[config.mk]
export PLATFORM = sky130hd
export DESIGN_NAME = burst_window_analyzer_top_flat
export DESIGN_NICKNAME = d
export VERILOG_FILES = /design/src/bwa_pkg.sv /design/src/bwa_req_if.sv /design/src/bwa_rsp_if.sv /design/src/bwa_queue.sv /design/src/bwa_div.sv /design/src/bwa_core.sv /design/src/burst_window_analyzer_top.sv /design/src/flat_wrapper.sv
export SDC_FILE = /design/constraint.sdc
export NUM_CORES = 2
export LEC_CHECK = 0
export BUFFER_PORTS_ARGS = -buffer_cell sky130_fd_sc_hd__buf_2
export CAP_MARGIN = 20
export CORE_ASPECT_RATIO = 1.5
export CORE_MARGIN = 1.5
export CORE_UTILIZATION = 30
export CTS_BUF_LIST = sky130_fd_sc_hd__clkbuf_4 sky130_fd_sc_hd__clkbuf_8
export CTS_CLUSTER_DIAMETER = 100
export DETAILED_ROUTE_END_ITERATION = 7
export PLACE_DENSITY = 0.41
export SYNTH_ARGS = -nofsm -noshare
export SYNTH_HDL_FRONTEND = slang
export SYNTH_HIERARCHICAL = 1
export SYNTH_SLANG_ARGS = --single-unit
export TNS_END_PERCENT = 100
[constraint.sdc]
create_clock -name clock -period 10.9 [get_ports clock]
set_input_delay 1.635 -clock clock [delete_from_list [all_inputs] [get_ports clock]]
set_output_delay 1.635 -clock clock [all_outputs]
set_load 0.01 [all_outputs]
[src/bwa_pkg.sv]
package bwa_pkg;

   localparam int SAMPLE_BITS   = 16;
   localparam int COUNT_BITS    = 24;
   localparam int PERIOD_BITS   = 32;
   localparam int INTERVAL_BITS = COUNT_BITS + PERIOD_BITS;
   localparam int DET_BITS      = SAMPLE_BITS + 5;
   localparam int DIV_CNT_BITS  = $clog2(INTERVAL_BITS);
   localparam int CSR_IDX_BITS  = 1;
   localparam int CSR_DATA_BITS = PERIOD_BITS;

   typedef logic signed [SAMPLE_BITS-1:0] sample_type;
   typedef logic [COUNT_BITS-1:0]         count_type;
   typedef logic [PERIOD_BITS-1:0]        period_type;
   typedef logic [INTERVAL_BITS-1:0]      interval_type;

   localparam sample_type SAMPLE_MAX = {1'b0, {(SAMPLE_BITS-1){1'b1}}};
   localparam sample_type SAMPLE_MIN = {1'b1, {(SAMPLE_BITS-1){1'b0}}};
   localparam count_type  COUNT_MAX  = '1;

   localparam count_type  WINDOW_RESET   = COUNT_BITS'(1000);
   localparam period_type PERIOD_RESET   = PERIOD_BITS'(1000000);
   localparam period_type PERIOD_DEFAULT = PERIOD_BITS'(1000000);

   localparam logic [CSR_IDX_BITS-1:0] CSR_WINDOW_SAMPLES   = 1'b0;
   localparam logic [CSR_IDX_BITS-1:0] CSR_SAMPLE_PERIOD_NS = 1'b1;

   typedef enum logic [2:0] {
      ST_IDLE,
      ST_MUL,
      ST_DSTART,
      ST_DIV,
      ST_EMIT
   } core_state_type;

   typedef struct packed {
      logic         start;
      interval_type dividend;
      count_type    divisor;
   } div_req_type;

   typedef struct packed {
      logic         done;
      interval_type quotient;
   } div_rsp_type;

endpackage

[src/bwa_req_if.sv]
interface bwa_req_if;
   import bwa_pkg::*;

   logic       valid;
   logic       ready;
   sample_type voltage_sample;

   modport source (output valid, output voltage_sample, input ready);
   modport sink (input valid, input voltage_sample, output ready);
endinterface

[src/bwa_rsp_if.sv]
interface bwa_rsp_if;
   import bwa_pkg::*;

   logic         valid;
   logic         ready;
   sample_type   window_min;
   sample_type   window_max;
   interval_type burst_interval_ns;

   modport source (output valid, output window_min, output window_max,
                   output burst_interval_ns, input ready);
   modport sink (input valid, input window_min, input window_max,
                 input burst_interval_ns, output ready);
endinterface

[src/bwa_queue.sv]
module bwa_queue (
   input  logic     clock,
   input  logic     reset,
   bwa_req_if.sink   in_word,
   bwa_req_if.source out_word
);
   import bwa_pkg::*;

   sample_type  data_ff [2];
   logic        wr_ptr_ff, wr_ptr_in;
   logic        rd_ptr_ff, rd_ptr_in;
   logic [1:0]  count_ff, count_in;
   logic        push, pop;

   assign in_word.ready         = (count_ff != 2'd2);
   assign out_word.valid        = (count_ff != 2'd0);
   assign out_word.voltage_sample = data_ff[rd_ptr_ff];

   assign push = in_word.valid && in_word.ready;
   assign pop  = out_word.valid && out_word.ready;

   always_comb begin
      wr_ptr_in = push ? ~wr_ptr_ff : wr_ptr_ff;
      rd_ptr_in = pop ? ~rd_ptr_ff : rd_ptr_ff;
      count_in  = count_ff;
      if (push && !pop) begin
         count_in = count_ff + 2'd1;
      end else if (pop && !push) begin
         count_in = count_ff - 2'd1;
      end
   end

   always_ff @(posedge clock) begin
      if (reset) begin
         wr_ptr_ff <= 1'b0;
         rd_ptr_ff <= 1'b0;
         count_ff  <= 2'd0;
      end else begin
         wr_ptr_ff <= wr_ptr_in;
         rd_ptr_ff <= rd_ptr_in;
         count_ff  <= count_in;
      end
   end

   always_ff @(posedge clock) begin
      if (push) begin
         data_ff[wr_ptr_ff] <= in_word.voltage_sample;
      end
   end

endmodule

[src/bwa_div.sv]
module bwa_div (
   input  logic                clock,
   input  logic                reset,
   input  bwa_pkg::div_req_type req,
   output bwa_pkg::div_rsp_type rsp
);
   import bwa_pkg::*;

   localparam logic [DIV_CNT_BITS-1:0] LAST_STEP = DIV_CNT_BITS'(INTERVAL_BITS - 1);

   logic                    busy_ff;
   logic [DIV_CNT_BITS-1:0] cnt_ff;
   count_type               rem_ff, rem_in;
   interval_type            quo_ff, quo_in;
   count_type               dvs_ff;
   logic [COUNT_BITS:0]     trial;

   // one quotient bit per cycle, restoring
   always_comb begin
      trial = {rem_ff, quo_ff[INTERVAL_BITS-1]};
      if (trial >= {1'b0, dvs_ff}) begin
         rem_in = COUNT_BITS'(trial - {1'b0, dvs_ff});
         quo_in = {quo_ff[INTERVAL_BITS-2:0], 1'b1};
      end else begin
         rem_in = COUNT_BITS'(trial);
         quo_in = {quo_ff[INTERVAL_BITS-2:0], 1'b0};
      end
   end

   always_ff @(posedge clock) begin
      if (reset) begin
         busy_ff <= 1'b0;
         cnt_ff  <= '0;
      end else if (req.start) begin
         busy_ff <= 1'b1;
         cnt_ff  <= '0;
      end else if (busy_ff) begin
         cnt_ff <= cnt_ff + 1'b1;
         if (cnt_ff == LAST_STEP) begin
            busy_ff <= 1'b0;
         end
      end
   end

   always_ff @(posedge clock) begin
      if (req.start) begin
         rem_ff <= '0;
         quo_ff <= req.dividend;
         dvs_ff <= req.divisor;
      end else if (busy_ff) begin
         rem_ff <= rem_in;
         quo_ff <= quo_in;
      end
   end

   assign rsp.done     = !busy_ff;
   assign rsp.quotient = quo_ff;

endmodule

[src/bwa_core.sv]
module bwa_core (
   input  logic                 clock,
   input  logic                 reset,
   bwa_req_if.sink               in_word,
   bwa_rsp_if.source             out_word,
   input  bwa_pkg::count_type    window_samples,
   input  bwa_pkg::period_type   sample_period_ns,
   output bwa_pkg::div_req_type  div_req,
   input  bwa_pkg::div_rsp_type  div_rsp
);
   import bwa_pkg::*;

   core_state_type state_ff, state_in;
   logic           close_ff, close_in;
   logic           out_free, fire;
   logic           rsp_valid_ff, rsp_valid_in;
   interval_type   product_ff;
   period_type     period_eff;

   count_type    sample_count_ff, sample_count_in;
   sample_type   running_min_ff, running_min_in;
   sample_type   running_max_ff, running_max_in;
   sample_type   held_min_ff, held_min_in;
   sample_type   held_max_ff, held_max_in;
   logic         in_burst_ff, in_burst_in;
   count_type    burst_count_ff, burst_count_in;
   count_type    interval_sum_ff, interval_sum_in;
   count_type    last_onset_ff, last_onset_in;
   interval_type held_interval_ff, held_interval_in;

   // window state after an optional close, before the sample is applied
   count_type    base_count, base_bursts, base_sum, base_onset;
   sample_type   base_rmin, base_rmax;
   sample_type   v;
   logic signed [DET_BITS-1:0] d_ext, r_ext, d10, r9;
   count_type    gap;
   logic [COUNT_BITS:0] sum_wide;

   assign v          = in_word.voltage_sample;
   assign out_free   = !rsp_valid_ff || out_word.ready;
   assign period_eff = (sample_period_ns == '0) ? PERIOD_DEFAULT : sample_period_ns;

   // next state
   always_comb begin
      state_in = state_ff;
      close_in = close_ff;
      case (state_ff)
         ST_IDLE: begin
            if (in_word.valid) begin
               close_in = (sample_count_ff > window_samples);
               state_in = close_in ? ST_MUL : ST_EMIT;
            end
         end
         ST_MUL:    state_in = ST_DSTART;
         ST_DSTART: state_in = ST_DIV;
         ST_DIV: begin
            if (div_rsp.done) begin
               state_in = ST_EMIT;
            end
         end
         ST_EMIT: begin
            if (out_free) begin
               state_in = ST_IDLE;
            end
         end
         default:   state_in = ST_IDLE;
      endcase
   end

   // outputs
   always_comb begin
      in_word.ready    = (state_ff == ST_EMIT) && out_free;
      div_req.start    = (state_ff == ST_DSTART);
      div_req.dividend = product_ff;
      div_req.divisor  = burst_count_ff;
   end

   assign fire = in_word.valid && in_word.ready;

   // window update for the sample being retired
   always_comb begin
      if (close_ff) begin
         held_min_in      = running_min_ff;
         held_max_in      = running_max_ff;
         held_interval_in = (burst_count_ff == '0) ? '0 : div_rsp.quotient;
         base_rmin        = SAMPLE_MAX;
         base_rmax        = SAMPLE_MIN;
         base_count       = '0;
         base_bursts      = '0;
         base_sum         = '0;
         base_onset       = '0;
      end else begin
         held_min_in      = held_min_ff;
         held_max_in      = held_max_ff;
         held_interval_in = held_interval_ff;
         base_rmin        = running_min_ff;
         base_rmax        = running_max_ff;
         base_count       = sample_count_ff;
         base_bursts      = burst_count_ff;
         base_sum         = interval_sum_ff;
         base_onset       = last_onset_ff;
      end

      running_min_in = (v < base_rmin) ? v : base_rmin;
      running_max_in = (v > base_rmax) ? v : base_rmax;

      d_ext = DET_BITS'(v) - DET_BITS'(held_min_in);
      r_ext = DET_BITS'(held_max_in) - DET_BITS'(held_min_in);
      d10   = (d_ext <<< 3) + (d_ext <<< 1);
      r9    = (r_ext <<< 3) + r_ext;

      gap      = (base_count >= base_onset) ? base_count - base_onset : '0;
      sum_wide = {1'b0, base_sum} + {1'b0, gap};

      in_burst_in     = in_burst_ff;
      burst_count_in  = base_bursts;
      interval_sum_in = base_sum;
      last_onset_in   = base_onset;
      if (!in_burst_ff && (d10 > r9)) begin
         in_burst_in     = 1'b1;
         burst_count_in  = (base_bursts == COUNT_MAX) ? COUNT_MAX : base_bursts + 1'b1;
         interval_sum_in = sum_wide[COUNT_BITS] ? COUNT_MAX : sum_wide[COUNT_BITS-1:0];
         last_onset_in   = base_count;
      end else if (in_burst_ff && (d10 < r_ext)) begin
         in_burst_in = 1'b0;
      end

      sample_count_in = (base_count == COUNT_MAX) ? COUNT_MAX : base_count + 1'b1;
   end

   always_comb begin
      rsp_valid_in = rsp_valid_ff;
      if (fire) begin
         rsp_valid_in = 1'b1;
      end else if (out_word.ready) begin
         rsp_valid_in = 1'b0;
      end
   end

   always_ff @(posedge clock) begin
      if (reset) begin
         state_ff         <= ST_IDLE;
         close_ff         <= 1'b0;
         rsp_valid_ff     <= 1'b0;
         sample_count_ff  <= '0;
         running_min_ff   <= SAMPLE_MAX;
         running_max_ff   <= SAMPLE_MIN;
         held_min_ff      <= '0;
         held_max_ff      <= '0;
         in_burst_ff      <= 1'b0;
         burst_count_ff   <= '0;
         interval_sum_ff  <= '0;
         last_onset_ff    <= '0;
         held_interval_ff <= '0;
      end else begin
         state_ff     <= state_in;
         close_ff     <= close_in;
         rsp_valid_ff <= rsp_valid_in;
         if (fire) begin
            sample_count_ff  <= sample_count_in;
            running_min_ff   <= running_min_in;
            running_max_ff   <= running_max_in;
            held_min_ff      <= held_min_in;
            held_max_ff      <= held_max_in;
            in_burst_ff      <= in_burst_in;
            burst_count_ff   <= burst_count_in;
            interval_sum_ff  <= interval_sum_in;
            last_onset_ff    <= last_onset_in;
            held_interval_ff <= held_interval_in;
         end
      end
   end

   always_ff @(posedge clock) begin
      if (state_ff == ST_MUL) begin
         product_ff <= INTERVAL_BITS'(interval_sum_ff) * INTERVAL_BITS'(period_eff);
      end
   end

   // held values only change on a retire, which needs a free output word
   assign out_word.valid             = rsp_valid_ff;
   assign out_word.window_min        = held_min_ff;
   assign out_word.window_max        = held_max_ff;
   assign out_word.burst_interval_ns = held_interval_ff;

endmodule

[src/burst_window_analyzer_top.sv]
// burst window analyzer
// req_word carries one signed voltage sample per word; rsp_word returns one
// word per sample with the minimum, maximum and mean onset-to-onset burst
// interval (ns) of the last completed window. the csr port writes the window
// length (index 0) and the sample period in ns (index 1); the user must write
// them only while idle, and the block itself does not enforce this.
// samples pass a two-word input queue into a sequencer that retires them
// one at a time. an ordinary sample passes the idle and emit states, and its
// word is registered in the response register as it retires. a sample that
// closes a window also passes a multiply state, a divider start state and a
// divide state that waits for the bit-serial divider's 56 quotient bits.
// the input queue keeps taking samples while the sequencer works or while
// a response waits; a stalled rsp_word holds its word and the sequencer
// stops retiring, then the queue fills and req_word.ready drops.
// synchronous reset clears the queue, empties the response register and
// restores window length 1000, period 1000000 ns and all window counters.
module burst_window_analyzer_top (
   input  logic                            clock,
   input  logic                            reset,
   bwa_req_if.sink                          req_word,
   bwa_rsp_if.source                        rsp_word,
   input  logic                            csr_we,
   input  logic [bwa_pkg::CSR_IDX_BITS-1:0]  csr_index,
   input  logic [bwa_pkg::CSR_DATA_BITS-1:0] csr_wdata
);
   import bwa_pkg::*;

   count_type   window_ff;
   period_type  period_ff;
   div_req_type div_req;
   div_rsp_type div_rsp;

   bwa_req_if q_word ();

   always_ff @(posedge clock) begin
      if (reset) begin
         window_ff <= WINDOW_RESET;
         period_ff <= PERIOD_RESET;
      end else if (csr_we) begin
         case (csr_index)
            CSR_WINDOW_SAMPLES:   window_ff <= csr_wdata[COUNT_BITS-1:0];
            CSR_SAMPLE_PERIOD_NS: period_ff <= csr_wdata[PERIOD_BITS-1:0];
            default: begin
            end
         endcase
      end
   end

   bwa_queue u_queue (
      .clock    (clock),
      .reset    (reset),
      .in_word  (req_word),
      .out_word (q_word.source)
   );

   bwa_core u_core (
      .clock            (clock),
      .reset            (reset),
      .in_word          (q_word.sink),
      .out_word         (rsp_word),
      .window_samples   (window_ff),
      .sample_period_ns (period_ff),
      .div_req          (div_req),
      .div_rsp          (div_rsp)
   );

   bwa_div u_div (
      .clock (clock),
      .reset (reset),
      .req   (div_req),
      .rsp   (div_rsp)
   );

endmodule

[src/flat_wrapper.sv]
// flat-port wrapper written by rule: the top's interface ports become plain ports
module burst_window_analyzer_top_flat import bwa_pkg::*;
  (clock, reset, csr_we, csr_index, csr_wdata, req_word_valid, req_word_voltage_sample, req_word_ready, rsp_word_valid, rsp_word_window_min, rsp_word_window_max, rsp_word_burst_interval_ns, rsp_word_ready);
  bwa_req_if req_word_i ();
  bwa_rsp_if rsp_word_i ();
  input  logic clock;
  input  logic reset;
  input  logic csr_we;
  input  logic [bwa_pkg::CSR_IDX_BITS-1:0] csr_index;
  input  logic [bwa_pkg::CSR_DATA_BITS-1:0] csr_wdata;
  input wire logic [$bits(req_word_i.valid)-1:0] req_word_valid;
  input wire logic [$bits(req_word_i.voltage_sample)-1:0] req_word_voltage_sample;
  output wire logic [$bits(req_word_i.ready)-1:0] req_word_ready;
  output wire logic [$bits(rsp_word_i.valid)-1:0] rsp_word_valid;
  output wire logic [$bits(rsp_word_i.window_min)-1:0] rsp_word_window_min;
  output wire logic [$bits(rsp_word_i.window_max)-1:0] rsp_word_window_max;
  output wire logic [$bits(rsp_word_i.burst_interval_ns)-1:0] rsp_word_burst_interval_ns;
  input wire logic [$bits(rsp_word_i.ready)-1:0] rsp_word_ready;
  assign req_word_i.valid = req_word_valid;
  assign req_word_i.voltage_sample = req_word_voltage_sample;
  assign req_word_ready = req_word_i.ready;
  assign rsp_word_valid = rsp_word_i.valid;
  assign rsp_word_window_min = rsp_word_i.window_min;
  assign rsp_word_window_max = rsp_word_i.window_max;
  assign rsp_word_burst_interval_ns = rsp_word_i.burst_interval_ns;
  assign rsp_word_i.ready = rsp_word_ready;
  burst_window_analyzer_top u_core (.clock(clock), .reset(reset), .req_word(req_word_i), .rsp_word(rsp_word_i), .csr_we(csr_we), .csr_index(csr_index), .csr_wdata(csr_wdata));
endmodule
# [Word-level counts from Yosys, hierarchy flattened]
# Memories as Yosys holds them, arrays and structs flattened. A register that Yosys moved wholly into a read port is not among the register bits.
# Cells that the tools add are included.
[totals] ff_bits=449 ramBits=32 inputBits=54 out_inout_bits=90 word_cells=127 n_memories=1
[mem_list] name="u_core.u_queue.data_ff" words=2 word_bits=16 rd=1 rd_clocked_by_memory_dff=1 write_ports=1 line="bwa_queue.sv:9" rtl="sample_type data_ff [2];"
[op_classes] add_sub_neg=12 mul=1 magnitude_cmp=7 n_eq_ne=11 muxes=41 bitwise=3 n_reduce_logical=27
[ops] operator="two-way mux 24 bit" n=12
[ops] operator="two-way mux 56 bit" n=3
[ops] operator="two-way mux 16 bit" n=6
[ops] operator="multiplier 24 x 32 -> 56 bit" n=1
[ops] operator="adder 24 x 1 -> 24 bit, second input constant" n=2
[ops] operator="equality test 24 bit, second input constant" n=2
[ops] operator="subtractor 24 bit" n=2
[ops] operator="subtractor 16 x 16 -> 17 bit" n=2
[ops] operator="logical NOT 32 bit" n=1
[ops] operator="two-way mux 32 bit" n=1
[ops] operator="adder 24 x 24 -> 25 bit" n=1
[ops] operator=">= comparator 25 x 24 -> 1 bit" n=1
[ops] operator=">= comparator 24 bit" n=1
[ops] operator="greater-than comparator 24 bit" n=1
[ops] operator="logical NOT 24 bit" n=1
[ops] operator="adder 20 x 17 -> 21 bit" n=1
[ops] operator="adder 20 x 18 -> 21 bit" n=1
[ops] operator="greater-than comparator 21 bit" n=1
[ops] operator="< comparator 21 x 17 -> 1 bit" n=1
[ops] operator="greater-than comparator 16 bit" n=1
[ops] operator="< comparator 16 bit" n=1
[ops] operator="one-hot mux 3 bit (5 select lines)" n=1
[ops] operator="two-way mux 1 bit" n=12
[ops] operator="two-way mux 3 bit" n=4
[ops] operator="19 further kinds" n=42

# [Longest topological paths before layout]
[depth] ltp_word=7 mapped_depth=38 ltp_nobuf=32

# [Hierarchy]
# The synthesis kept the hierarchy.
[by_module_without_submodules] mod="bwa_core" instances=1 cells_per_inst=5033 area_per_inst_um2=43429.2 seq_area_each_um2=6125.9
[by_module_without_submodules] mod="bwa_div" instances=1 cells_per_inst=544 area_per_inst_um2=6013.3 seq_area_each_um2=3022.9
[by_module_without_submodules] mod="burst_window_analyzer_top" instances=1 cells_per_inst=230 area_per_inst_um2=2331.0 seq_area_each_um2=1121.1
[by_module_without_submodules] mod="bwa_queue" instances=1 cells_per_inst=74 area_per_inst_um2=1376.3 seq_area_each_um2=1061.0

# [Worst setup path after synthesis]
# OpenSTA, ideal clock, no wires.
[synth_path] kind="flip-flop to flip-flop" startpoint="register u_core.u_core.close_ff" endpoint="register u_core.u_core.interval_sum_ff[10]" setup_time_ns=0.086 arrival_time_ns=8.018 t_required_ns=10.814 path_slack_ns=2.797 stages_incl_launch_ff=34 n_path_buf=6 period_less_slack_ns=8.103 path_cell_list="dfxtp_1 clkbuf_1 clkbuf_1 clkbuf_1 buf_1 mux2i_1 fa_1 a21o_1 a21oi_1 nor2b_1 o21a_1 a21bo_2 a41oi_1 nor2b_1 xnor2_1 ha_1 and3_1 a31o_2 o41a_1 a21o_1 a21bo_2 xor2_1 ha_1 a21o_1 a21o_1 a21oi_1 o21ai_0 or4_1 and2_1 clkbuf_1 nor2_1 clkbuf_1 a21oi_1 a211oi_1"
[synth_between] elab_chain_cells=6 word_cells_on_any_way=17 classes_between="6 x add/sub; 2 x order compare; 8 x mux; 1 x reduce/logical"
[synth_lines] element="start, declared" line="bwa_core.sv:14" rtl="logic close_ff, close_in;"
[synth_lines] element="start signal, assigned" line="bwa_core.sv:157" rtl="close_ff <= close_in;"
[synth_lines] element="two-way mux 16 bit / two-way mux 24 bit (equally long branches)" line="bwa_core.sv:82" rtl="if (close_ff) begin"
[synth_lines] element="subtractor 16 x 16 -> 17 bit (tied with other cells)" line="bwa_core.sv:107" rtl="d_ext = DET_BITS'(v) - DET_BITS'(held_min_in);"
[synth_lines] element="adder 20 x 18 -> 21 bit (tied with other cells)" line="bwa_core.sv:109" rtl="d10 = (d_ext <<< 3) + (d_ext <<< 1);"
[synth_lines] element="greater-than comparator 21 bit / adder 24 x 24 -> 25 bit (equally long branches)" line="bwa_core.sv:119, bwa_core.sv:113"
[synth_lines] element="logical AND 1 bit / two-way mux 24 bit (equally long branches)" line="bwa_core.sv:119, bwa_core.sv:122"
[synth_lines] element="two-way mux 24 bit (*)" line="bwa_core.sv:119" rtl="if (!in_burst_ff && (d10 > r9)) begin"
[synth_lines] element="end signal, assigned" line="bwa_core.sv:167" rtl="interval_sum_ff <= interval_sum_in;"
[synth_lines] element="end, declared" line="bwa_core.sv:27" rtl="count_type interval_sum_ff, interval_sum_in;"
# Mark *: on every way between the ends. The rest lies on a longest branch, timed or not.
# A chain may end at the register's enable or synchronous reset.

# [Worst setup path after layout]
[layout_path] startpoint="register u_core.period_ff[2]" endpoint="register u_core.u_core.product_ff[51], data pin"
[layout_between] elab_chain_cells=3
[layout_lines] element="start, declared" line="burst_window_analyzer_top.sv:29" rtl="period_type period_ff;"
[layout_lines] element="start signal, assigned" line="burst_window_analyzer_top.sv:42" rtl="CSR_SAMPLE_PERIOD_NS: period_ff <= csr_wdata[PERIOD_BITS-1:0];"
[layout_lines] element="logical NOT 32 bit" line="bwa_core.sv:41" rtl="assign period_eff = (sample_period_ns == '0) ? PERIOD_DEFAULT : sample_period_ns;"
[layout_lines] element="two-way mux 32 bit (*)" line="bwa_core.sv:41"
[layout_lines] element="multiplier 24 x 32 -> 56 bit (*)" line="bwa_core.sv:176" rtl="product_ff <= INTERVAL_BITS'(interval_sum_ff) * INTERVAL_BITS'(period_eff);"
[layout_lines] element="end signal, assigned" line="bwa_core.sv:176"
[layout_lines] element="end, declared" line="bwa_core.sv:17" rtl="interval_type product_ff;"
# Marks and branches as above.

==> impl_metrics.json <==
{
  "grt_antenna_before_repair": 10,
  "use_met3_pct": 1.87,
  "fp.dieW_um": 347,
  "max_stage_delay_ns": 0.65,
  "vias_per_cell": 4.99,
  "reg2reg_from": "u_core/period_ff[2]",
  "drc": 0,
  "fin_ws_ns": 1.48,
  "drive_gt1_share_pct": 9.12,
  "timing.slew.headroom_pct": 27.4,
  "syn_avg_cell_area_um2": 9.04,
  "worst-endpoint-arrival_ns": 10.00,
  "hold_buffers": 0,
  "synthesis.area_um2": 53100,
  "place_ws_ns": 1.21,
  "root_buffer": "clkbuf_8",
  "setup.worst_path.start_class": "register",
  "final_cell_mix": "inv_1 (856), fa_1 (665), nand2_1 (583)",
  "ys.flop_type": "dfxtp_1",
  "path_max_fanout": 26,
  "drt_wl_total_um": 178000,
  "rsz0062_at_grt": "false",
  "postSynthCellCount": 5881,
  "placed_area_um2": 56300,
  "areaGrowthSynthToFinish_pct": 9.31,
  "ff2ff_setup_slack_ns": 1.48,
  "path_class": "register to register",
  "end_kind": "register",
  "setup_violations": 0,
  "period_share_pct": 86.4,
  "cap_viol_max_count": 0,
  "fp.coreArea_um2": 176000,
  "final_common_cell": "inv_1",
  "status": "finished clean",
  "synth_cell_types": 88,
  "synth_warnings": 6,
  "ant_nets": 0,
  "track_usage_pct": 19.8,
  "io_buffers": 143,
  "cts_tree": "done",
  "dp.cells": 8091,
  "numCtsBuffers": 88,
  "cts.htree.levels": 3,
  "holdPathStages": 1,
  "dp_hpwl_um": 136000,
  "grt_use_met2_pct": 39.6,
  "worstMarginPinSlew_ns": 1.06,
  "crit_start": "u_core/period_ff[2]",
  "grt.busiest_layer": "met2",
  "fp-row-count": 189,
  "hold_path_startpoint": "u_core/u_core/last_onset_ff[13]",
  "synth_nets": 7014,
  "async_flop_share_pct": 0,
  "die_h_um": 519,
  "clock_skew_ns": 0.0485,
  "netlist_top_cells_area": "fa_1 (25%), dfxtp_1 (12%), ha_1 (9.7%), edfxtp_1 (9.5%), inv_1 (6.1%)",
  "fmax_ghz": 0.106,
  "cts.sinks": 482,
  "r2r_end": "u_core/u_core/product_ff[51]",
  "slew_viol_final": 0,
  "ys_seq_area_share_pct": 21.3,
  "reg2regPathDepth": 26,
  "avgRoutedWirePerCell_um": 21.6,
  "grt_max_degree": 72,
  "ios": 144,
  "grt_pass1_wl_um": 271000,
  "path_clk_slew_ns": 0.06,
  "initial_core_util_pct": 30.1,
  "cts_setup_buffers": 0,
  "cp.required_ns": 11.48,
  "gp_congestion": 0.823,
  "synth_edf_count": 168,
  "synth_top_area_cell": "fa_1",
  "cts_buffer_depth": 3,
  "crit_slowest_cell": "dfxtp_1",
  "nNetsFinal": 7023,
  "grt_remaining_overflow": 0,
  "setup_tns_ns": 0,
  "ys_ff_latch": 482,
  "cpMostUsedCell": "fa_1",
  "die_area_um2": 180000,
  "whs_endpoint": "u_core/u_core/last_onset_ff[13]",
  "use_met1_pct": 20.7,
  "grt_pass1_vias": 43900,
  "drt_iter0_drc": 2086,
  "layout_min_cycle_time_ns": 9.42,
  "cts_resized": 0,
  "synth_top_area_share_pct": 25.0,
  "clk_latency_ns": 0.79,
  "post_layout_nonfiller_instances": 8257,
  "final_cell_area_um2": 58100,
  "dr.pass1.iters": 5,
  "min_path_type": "register to register",
  "final_hold_viol_count": 0,
  "num_vias": 41200
}
-- metrics by stage --
| stage | utilization (%) | hold WS (ns) |
|---|---|---|
| finish | 32.9 | 0.472 |
| global placement | 31.9 | 0.449 |
| CTS | 32.9 | 0.474 |
| global route | 32.9 | 0.487 |
| detailed placement | 31.9 | 0.458 |
| floorplan | - | 0.406 |
-- kinds of logic after synthesis --
group | share of synthesized area [%]
AO/OA/AOI/OAI | 12.0
XOR/XNOR | 2.67
adder cells (fa/ha/maj) | 34.8
buffers and inverters | 8.37
flip-flops | 21.3
multiplexers | 3.13
AND/OR/NAND/NOR | 17.7
-- synthesized netlist by cell type (all sizes together), types with 7 or more instances --
cell and n:
nor3 73, nand4 50, nor2b 80, mux2 88
a221oi 16, o211ai 16, a22o 26, nor4b 7
a21bo 18, or3 16, a21o 90, xnor2 92
clkbuf 269, a311oi 21, a211o 16, inv 858
nand2 586, a41oi 7, or2 15, nor2 305
o22ai 12, fa 665, a2111oi 11, o21ai 160
a21oi 287, a211oi 68, mux2i 67, ha 414
o31ai 10, buf 41, nand3b 25, and2 424
nand3 91, xor2 70, dfxtp 314, a31oi 38
and3 47, o21a 19, and4 9, nand2b 87
o311ai 7, a22oi 62, nor4 33, o21bai 24
edfxtp 168
-- cell type report --
class | instances | area [um^2]
well taps | 2292 | 2870
diodes | 8 | 20.0
fillers | 18600 | 118000
clock inverters | 26 | 189
inverters | 859 | 3220
multi-input cells | 4230 | 37500
clock buffers | 131 | 1600
repair buffers | 229 | 1390
flip-flops and latches | 482 | 11300
-- worst max-delay path: cells and delay by family, from the launching register on --
family	cells	cell delay, ns
simple gates	10	3.34
flops	1	0.65
compound gates	3	1.15
buf+inv	5	0.53
fa+ha+maj	8	3.53
-- how the worst max path moves through the flow --
stage                                        endpoint  cells after the start
finish                   u_core/u_core/product_ff[51]                     26
global route             u_core/u_core/product_ff[51]                     27
CTS                      u_core/u_core/product_ff[51]                     26
detailed placement       u_core/u_core/product_ff[51]                     26
global placement         u_core/u_core/product_ff[49]                     26
floorplan           u_core/u_core/interval_sum_ff[10]                     33
-- metal layers --
layer  routed length [um]  share of wire (%)
met3                 4340                2.4
met4                 7180                4.0
met2               102000                 57
met1                65000                 36
met5                   35              0.020
-- flip-flops by register name, indices dropped and copies added, names as in the netlist, 16 cells and up, named ones only --
| name | count |
|---|---|
| u_core/u_core/interval_sum_ff | 24 |
| u_core/u_core/running_max_ff | 16 |
| u_core/u_div/rem_ff | 24 |
| u_core/u_queue/data_ff | 32 |
| u_core/u_div/quo_ff | 56 |
| u_core/u_core/out_word.burst_interval_ns | 56 |
| u_core/u_div/dvs_ff | 24 |
| u_core/u_core/last_onset_ff | 24 |
| u_core/window_ff | 24 |
| u_core/u_core/sample_count_ff | 24 |
| u_core/period_ff | 32 |
| u_core/u_core/burst_count_ff | 24 |
| u_core/u_core/running_min_ff | 16 |
| u_core/u_core/product_ff | 56 |
| u_core/u_core/out_word.window_min | 16 |
| u_core/u_core/out_word.window_max | 16 |
Power is left out: the tool's default activity adds up to more than one toggle a clock period on the data nets, which glitch-free logic cannot reach.
